[src/led_twinkle_marquee_overlay_top_assert.svh]
// ----------------------------------------------------------------------------
// led_twinkle_marquee_overlay_top_assert.svh
// Assertion macros used by the overlay top RTL.
// ----------------------------------------------------------------------------
`ifndef LED_TWINKLE_MARQUEE_OVERLAY_TOP_ASSERT_SVH
`define LED_TWINKLE_MARQUEE_OVERLAY_TOP_ASSERT_SVH

// Same-cycle implication, disabled in reset
`define LTMO_ASSERT_IMPLY(label, clk, rst_n, ante, cons) \
    label: assert property (@(posedge clk) disable iff (!rst_n) (ante) |-> (cons)) \
        else $error("overlay assertion failed");

// Next-cycle implication, disabled in reset
`define LTMO_ASSERT_NEXT(label, clk, rst_n, ante, cons) \
    label: assert property (@(posedge clk) disable iff (!rst_n) (ante) |=> (cons)) \
        else $error("overlay assertion failed");

`endif

[src/ltmo_pkg.sv]
// ----------------------------------------------------------------------------
// ltmo_pkg
// Types, constants and the marquee quarter table for the overlay block.
// ----------------------------------------------------------------------------
package ltmo_pkg;

    localparam int COL_W    = 6;
    localparam int WORD_W   = 16;
    localparam int PERIOD_W = 8;
    localparam int CFG_IDX_W = 1;

    localparam logic [CFG_IDX_W-1:0] REG_TWINKLE_PERIOD = 1'd0;
    localparam logic [CFG_IDX_W-1:0] REG_MARQUEE_PERIOD = 1'd1;

    localparam logic [WORD_W-1:0] TOP_BIT    = 16'h0001;
    localparam logic [WORD_W-1:0] BOTTOM_BIT = 16'h0800;

    typedef struct packed {
        logic [PERIOD_W-1:0] twinkle_period;
        logic [PERIOD_W-1:0] marquee_period;
        logic [PERIOD_W-1:0] twinkle_count;
        logic [PERIOD_W-1:0] marquee_count;
    } ltmo_ctrl_t;

    typedef struct packed {
        logic [WORD_W-1:0] first_word;
        logic [WORD_W-1:0] last_word;
        logic [1:0]        top_phase;
        logic [1:0]        bottom_phase;
    } quarter_look_t;

    function automatic quarter_look_t quarter_look(input logic [1:0] quarter);
        quarter_look_t q;
        unique case (quarter)
            2'd0: q = '{16'h0111, 16'h0222, 2'd0, 2'd1};
            2'd1: q = '{16'h0222, 16'h0111, 2'd3, 2'd2};
            2'd2: q = '{16'h0444, 16'h0888, 2'd2, 2'd3};
            2'd3: q = '{16'h0888, 16'h0444, 2'd1, 2'd0};
            default: q = '{16'h0111, 16'h0222, 2'd0, 2'd1};
        endcase
        return q;
    endfunction

endpackage

[src/led_twinkle_marquee_overlay_top.sv]
// ----------------------------------------------------------------------------
// led_twinkle_marquee_overlay_top
// Column stream overlay: twinkle blanking and animated marquee border.
// ----------------------------------------------------------------------------
// One column word is taken per clock while s_tready is high; sustained rate
// is one transaction per cycle while m_tready also stays high. The overlay
// is computed from the frame counters as they stand when the column is
// accepted and lands in a two-entry output buffer (output register plus skid
// register), so input is refused only once both entries are full. Counters
// with a nonzero period advance on the transaction carrying column COLUMNS-1.
module led_twinkle_marquee_overlay_top
    import ltmo_pkg::*;
#(
    parameter int COLUMNS = 48
)
(
    input  logic                 clk,
    input  logic                 rst_n,
    input  logic                 s_tvalid,
    output logic                 s_tready,
    input  logic [23:0]          s_tdata,   // [5:0] column_index, [21:6] column_word
    output logic                 m_tvalid,
    input  logic                 m_tready,
    output logic [WORD_W-1:0]    m_tdata,   // [15:0] shown_word
    input  logic                 cfg_we,
    input  logic [CFG_IDX_W-1:0] cfg_index,
    input  logic [PERIOD_W-1:0]  cfg_data
);

    `include "led_twinkle_marquee_overlay_top_assert.svh"

    localparam int CMP_W = 9;
    localparam logic [CMP_W-1:0] LAST_COL = CMP_W'(COLUMNS - 1);

    logic [PERIOD_W-1:0] twinkle_period_reg;
    logic [PERIOD_W-1:0] marquee_period_reg;
    logic [PERIOD_W-1:0] twinkle_count_reg, twinkle_count_next;
    logic [PERIOD_W-1:0] marquee_count_reg, marquee_count_next;
    logic                m_valid_reg, m_valid_next;
    logic                skid_valid_reg, skid_valid_next;
    logic [WORD_W-1:0]   m_data_reg;
    logic [WORD_W-1:0]   skid_data_reg;

    logic [COL_W-1:0]    column_index;
    logic [WORD_W-1:0]   column_word;
    logic [WORD_W-1:0]   shown_word;
    logic                is_last;
    logic                in_fire;
    logic                out_fire;
    logic [PERIOD_W-1:0] twinkle_inc;
    logic [PERIOD_W-1:0] marquee_inc;
    ltmo_ctrl_t          ctrl;

    assign column_index = s_tdata[COL_W-1:0];
    assign column_word  = s_tdata[COL_W+WORD_W-1:COL_W];
    assign is_last      = ({{(CMP_W-COL_W){1'b0}}, column_index} == LAST_COL);

    assign s_tready = !skid_valid_reg;
    assign m_tvalid = m_valid_reg;
    assign m_tdata  = m_data_reg;
    assign in_fire  = s_tvalid && s_tready;
    assign out_fire = m_valid_reg && m_tready;

    assign ctrl = '{twinkle_period_reg, marquee_period_reg,
                    twinkle_count_reg, marquee_count_reg};

    ltmo_overlay u_overlay
    (
        .ctrl         (ctrl),
        .column_index (column_index),
        .column_word  (column_word),
        .is_last      (is_last),
        .shown_word   (shown_word)
    );

    assign twinkle_inc = twinkle_count_reg + 8'd1;
    assign marquee_inc = marquee_count_reg + 8'd1;

    always_comb
    begin
        twinkle_count_next = twinkle_count_reg;
        marquee_count_next = marquee_count_reg;
        if (in_fire && is_last)
        begin
            if (twinkle_period_reg != '0)
                twinkle_count_next = (twinkle_inc >= twinkle_period_reg) ? '0 : twinkle_inc;
            if (marquee_period_reg != '0)
                marquee_count_next = (marquee_inc >= marquee_period_reg) ? '0 : marquee_inc;
        end
    end

    // Output register takes fresh data when empty or draining; else skid holds it
    always_comb
    begin
        m_valid_next    = m_valid_reg;
        skid_valid_next = skid_valid_reg;
        if (out_fire)
        begin
            m_valid_next    = skid_valid_reg || in_fire;
            skid_valid_next = 1'b0;
        end
        else if (in_fire)
        begin
            if (m_valid_reg)
                skid_valid_next = 1'b1;
            else
                m_valid_next = 1'b1;
        end
    end

    always_ff @(posedge clk or negedge rst_n)
    begin
        if (!rst_n)
        begin
            twinkle_period_reg <= '0;
            marquee_period_reg <= '0;
            twinkle_count_reg  <= '0;
            marquee_count_reg  <= '0;
            m_valid_reg        <= 1'b0;
            skid_valid_reg     <= 1'b0;
        end
        else
        begin
            if (cfg_we)
            begin
                unique case (cfg_index)
                    REG_TWINKLE_PERIOD: twinkle_period_reg <= cfg_data;
                    REG_MARQUEE_PERIOD: marquee_period_reg <= cfg_data;
                    default: ;
                endcase
            end
            twinkle_count_reg <= twinkle_count_next;
            marquee_count_reg <= marquee_count_next;
            m_valid_reg       <= m_valid_next;
            skid_valid_reg    <= skid_valid_next;
        end
    end

    always_ff @(posedge clk)
    begin
        if (out_fire)
        begin
            if (skid_valid_reg)
                m_data_reg <= skid_data_reg;
            else if (in_fire)
                m_data_reg <= shown_word;
        end
        else if (in_fire && !m_valid_reg)
            m_data_reg <= shown_word;

        if (in_fire && m_valid_reg && !out_fire)
            skid_data_reg <= shown_word;
    end

    `LTMO_ASSERT_IMPLY(a_skid_needs_main, clk, rst_n, skid_valid_reg, m_valid_reg)
    `LTMO_ASSERT_NEXT(a_skid_holds, clk, rst_n, skid_valid_reg && !m_tready,
                      skid_valid_reg && $stable(skid_data_reg))
    `LTMO_ASSERT_NEXT(a_counts_only_on_last, clk, rst_n, !(in_fire && is_last),
                      $stable(twinkle_count_reg) && $stable(marquee_count_reg))

endmodule

[src/ltmo_overlay.sv]
// ----------------------------------------------------------------------------
// ltmo_overlay
// Twinkle blanking and marquee border overlay of one column word.
// ----------------------------------------------------------------------------
module ltmo_overlay
    import ltmo_pkg::*;
(
    input  ltmo_ctrl_t        ctrl,
    input  logic [COL_W-1:0]  column_index,
    input  logic [WORD_W-1:0] column_word,
    input  logic              is_last,
    output logic [WORD_W-1:0] shown_word
);

    logic                blank;
    logic [WORD_W-1:0]   word_blanked;
    logic [PERIOD_W-1:0] quarter_len;
    logic [PERIOD_W-1:0] half_len;
    logic [PERIOD_W-1:0] three_quarter_len;
    logic [1:0]          quarter;
    logic [1:0]          phase;
    quarter_look_t       look;

    assign blank = (ctrl.twinkle_period != '0) &&
                   (ctrl.twinkle_count >= {1'b0, ctrl.twinkle_period[PERIOD_W-1:1]});
    assign word_blanked = blank ? '0 : column_word;

    assign quarter_len       = {2'b00, ctrl.marquee_period[PERIOD_W-1:2]};
    assign half_len          = {1'b0, ctrl.marquee_period[PERIOD_W-1:1]};
    assign three_quarter_len = {quarter_len[PERIOD_W-2:0], 1'b0} + quarter_len;

    always_comb
    begin
        priority if (ctrl.marquee_count < quarter_len)
            quarter = 2'd0;
        else if (ctrl.marquee_count < half_len)
            quarter = 2'd1;
        else if (ctrl.marquee_count < three_quarter_len)
            quarter = 2'd2;
        else
            quarter = 2'd3;
    end

    assign look  = quarter_look(quarter);
    assign phase = column_index[1:0];

    always_comb
    begin
        shown_word = word_blanked;
        if (ctrl.marquee_period != '0)
        begin
            if (column_index == '0)
                shown_word = look.first_word;
            if (is_last)
                shown_word = look.last_word;
            if (phase == look.top_phase)
                shown_word = shown_word | TOP_BIT;
            else
                shown_word = shown_word & ~TOP_BIT;
            if (phase == look.bottom_phase)
                shown_word = shown_word | BOTTOM_BIT;
            else
                shown_word = shown_word & ~BOTTOM_BIT;
        end
    end

endmodule

[config.mk]
export PLATFORM = sky130hd
export DESIGN_NAME = led_twinkle_marquee_overlay_top
export DESIGN_NICKNAME = d
export VERILOG_FILES = /design/src/ltmo_pkg.sv /design/src/led_twinkle_marquee_overlay_top.sv /design/src/ltmo_overlay.sv
export VERILOG_INCLUDE_DIRS = /design/src /design/src/src
export SDC_FILE = /design/constraint.sdc
export NUM_CORES = 1
export LEC_CHECK = 0
export ABC_AREA = 0
export BUFFER_PORTS_ARGS = -buffer_cell sky130_fd_sc_hd__buf_2
export CELL_PAD_IN_SITES_DETAIL_PLACEMENT = 0
export CELL_PAD_IN_SITES_GLOBAL_PLACEMENT = 1
export CORE_MARGIN = 10
export CORE_UTILIZATION = 35
export DETAILED_ROUTE_END_ITERATION = 7
export GPL_TIMING_DRIVEN = 0
export HOLD_SLACK_MARGIN = 0.08
export PLACE_DENSITY_LB_ADDON = 0.1
export REMOVE_ABC_BUFFERS = 1
export SYNTH_ARGS = -nofsm -noshare
export SYNTH_HDL_FRONTEND = slang
export SYNTH_HIERARCHICAL = 1
export SYNTH_SLANG_ARGS = --single-unit
[constraint.sdc]
create_clock -name clk -period 5.45 [get_ports clk]
set_clock_uncertainty 0.1 [all_clocks]
set_input_delay 1.09 -clock clk [delete_from_list [all_inputs] [get_ports clk]]
set_output_delay 1.09 -clock clk [all_outputs]
set_load 0.01 [all_outputs]
==> summary.txt <==
STA
  • Setup WS post-layout: 1.36 ns
  • Setup total negative slack: 0 ns
  • Final Hold Violating Endpoints: 0
  • Max_slew headroom: 0.423
  • Final-layout worst hold slack: 0.424 ns
  • Minimum clock period after layout: 4.09 ns
  • Crit share post-route: 0.750
  • # setup viols final: 0
  • Fmax: 0.245 GHz
  • Max-slew violation count: 0
  • Tightest Pin Transition: between 0.8 and 0.9 ns
  • RSZ-0062 raised after global routing: false

Final layout
  • Final std cells w/o fill: 642
  • Commonest non-fill, non-tap cells in the layout: ha_1 (56), buf_2 (53), inv_1 (36)
  • Fraction of final layout cells with drive strength greater than 1: 0.219
  • Count of antenna diodes in the layout: 0
  • Leading cell type in the layout, fill and taps excluded: ha_1
  • Net count, final: 560
  • Area growth syn-to-layout: 17.5%

Logic synthesis
  • Count of unique library cells instantiated by Yosys: 56
  • Proportion of synthesized flip-flops having asynchronous set or reset: 0.515
  • Synthesis-stage register bit count: 66
  • Cell Area, Synth: 4460 sq um
  • Most frequently used flop master after synthesis: dfrtp_1
  • Sequential area share after synthesis: 0.407
  • Cell count after synthesis: 409
  • Mean instance size in the synthesized netlist: 10.9 sq um
  • Number of enable flip-flop cells after synthesis: 32
  • Warnings, synthesis: 6

Clocking
  • CTS tree: yes
  • Post-CTS Repair Setup Buffers: 0
  • Worst skew pair latency: ~0.33 ns
  • Number of H-tree branching levels: 3
  • Num Clock Sinks: 66
  • Number of buffers created by CTS: 9
  • Clock input transition at the sequential cells of the worst setup and hold paths: 0.05 ns
  • Number of gates given a new drive strength after cts: 0
  • Clock tree root driver cell: clkbuf_16
  • Max Buffers Root-to-Sink: 2
  • Number of hold buffers added after cts: 0

Floorplanning
  • Die boundary height: 133 microns
  • Floorplan core area: 12600 sq um
  • Number of top-level pins: 56
  • Total number of placement rows: 41
  • Area of the die: 17600 sq um
  • Initial standard-cell utilization of the core: 0.355
  • Width of the chip: 133 microns

Placement
  • Count of buffers from port buffering: 53
  • Pre-CTS worst setup slack: 1.34 ns
  • GPL Wtd Cong: about 0.76
  • Inst Count DP: 626
  • HPWL after detailed placement: approximately 7900 microns

Worst setup path
  • Reg-to-reg critical path endpoint: m_tdata[4]$_DFFE_PP_
  • Type of destination of the critical path: flop
  • Worst EP required: 5.43 ns
  • Category of cells accounting for the largest share of critical-path delay: compound AO/OA/AOI/OAI gates
  • Worst setup path endpoint: m_tdata[4]$_DFFE_PP_
  • Worst-path maximum fanout: 7
  • Reg-to-Reg Start: marquee_period_reg[4]$_DFFE_PN0P_
  • Critical path buffer and inverter count: 2
  • Worst setup startpoint: marquee_period_reg[4]$_DFFE_PN0P_
  • Classification of the worst setup path: reg2reg
  • Arrival @ worst endpoint: approximately 4 ns
  • Slowest cell on the critical path: dfrtp_1
  • Path length in cells of the critical path: 17
  • R2R Setup Slk: 1.36 ns
  • Ordered list of cells on the worst path: inv_1 -> ha_1 -> a21oi_1 -> o21bai_1 -> a21oi_1 -> xnor2_1 -> ha_1 -> and4_1 -> nand2_1 -> o21ai_1 -> o31ai_4 -> inv_1 -> ha_1 -> mux2i_1 -> nor2_1 -> a21o_1 -> mux2_1
  • Most numerous cell on the critical path: ha_1
  • Register-to-Register Path Depth: 17
  • Nature of the critical path startpoint: flop
  • Worst stage delay on the critical path: 0.48 ns

Drt
  • Wire length per cell after detailed routing: 16.0 microns
  • Antenna Violating Nets Remaining: 0
  • Detail-routed via count per cell: 4.92
  • Via count: between 3000 and 4000
  • Wire length reported by the detailed router: 10300 microns
  • # DRC: 0
  • Number of detailed-routing iterations run before antenna repair: 4
  • Initial detailed-routing violation count: 123

Power and ir drop
  • Power per cell area: 347 nW/um^2
  • Reported leakage power: ~2.5 nW
  • Maximum ir drop on the vdd rail: 222 uV

Global routing
  • Overall routing resource usage: 0.120
  • Pin count of the biggest net entering global routing: 35
  • Total global routing overflow: 0
  • Antenna violations before repair: 0
  • Number of global-route vias before repair: 3303
  • Wire length of the first global-routing pass: 17100 microns

Min path
  • Tightest Hold Check Type: reg2reg

Flow run
  • Number of maximum-capacitance violations: 0

Status
  • Status: complete, no violations
-- cell usage after synthesis (4+ instances only) --
library cell  number  share of area
xnor2_1           11          0.022
a21oi_1           14          0.016
o21a_1             5         0.0084
nor4_1             4         0.0056
a211o_1            4         0.0079
nor2_1            17          0.014
nor2b_1            5         0.0070
ha_1              56           0.16
a21o_1            14          0.024
o21ai_1           15          0.017
inv_1             36          0.030
o21bai_1           4         0.0067
nand4_1            8          0.011
xor2_1             6          0.012
mux2_1            15          0.038
dfrtp_1           34           0.19
mux2_2            12          0.030
nand3_1            9          0.010
and2_1             4         0.0056
nand2_1           33          0.028
nand2b_1          10          0.014
mux2i_1            4         0.0090
o21ai_0            7         0.0079
edfxtp_1          32           0.22
-- how the worst min path moves through the flow --
stage	slack, ns	cells past startpoint	startpoint	to
after floorplan	0.38	2	twinkle_count_reg[6]$_DFFE_PN0P_	twinkle_count_reg[6]$_DFFE_PN0P_
after global placement	0.41	1	skid_data_reg[5]$_DFFE_PP_	m_tdata[5]$_DFFE_PP_
after detailed placement	0.41	1	skid_data_reg[10]$_DFFE_PP_	m_tdata[10]$_DFFE_PP_
after CTS	0.42	1	skid_data_reg[7]$_DFFE_PP_	m_tdata[7]$_DFFE_PP_
after global routing	0.45	1	skid_data_reg[11]$_DFFE_PP_	m_tdata[11]$_DFFE_PP_
final	0.42	1	skid_data_reg[7]$_DFFE_PP_	m_tdata[7]$_DFFE_PP_
-- power by group --
| part | internal (W) | total, W | switching, W |
|---|---|---|---|
| Combinational | 0.000197 | 0.000452 | 0.000255 |
| Clock | 0.000447 | 0.000670 | 0.000223 |
| Sequential | 0.000636 | 0.000697 | 0.0000604 |
-- area by class of cell --
cell class	instances	area [sq um]
fillers	1242	7330
multi-input cells	297	2450
flip-flops and latches	66	1810
repair buffers	54	280
clock buffers	9	225
well taps	172	215
inverters	37	140
clock inverters	7	116
-- layer usage --
| layer | up-vias | GRT usage | wire length [microns] |
|---|---|---|---|
| li1 | 1594 | - | - |
| met1 | 1497 | 0.151 | 4980 |
| met3 | 10 | 0.0367 | 538 |
| met5 | - | 0 | 0 |
| met4 | 0 | 0.0367 | 130 |
| met2 | 60 | 0.191 | 4640 |
-- per-stage QoR --
step                       util  power, W  instance area, sq um
after CTS                 0.417   0.00185                  5240
final                     0.417   0.00182                  5240
after global placement    0.388   0.00115                  4880
after floorplan               -  0.000990                  4400
after global routing      0.417   0.00193                  5240
after detailed placement  0.389   0.00117                  4890
-- cells by family after synthesis --
kind of cell,count (synthesis),synth area share
flops,66,0.407
fa+ha+maj,57,0.162
buf+inv,46,0.0449
mux,31,0.0772
xor+xnor,18,0.0371
simple gates,108,0.134
compound gates,83,0.138
No activity file was read; power rests on OpenSTA's default activity.
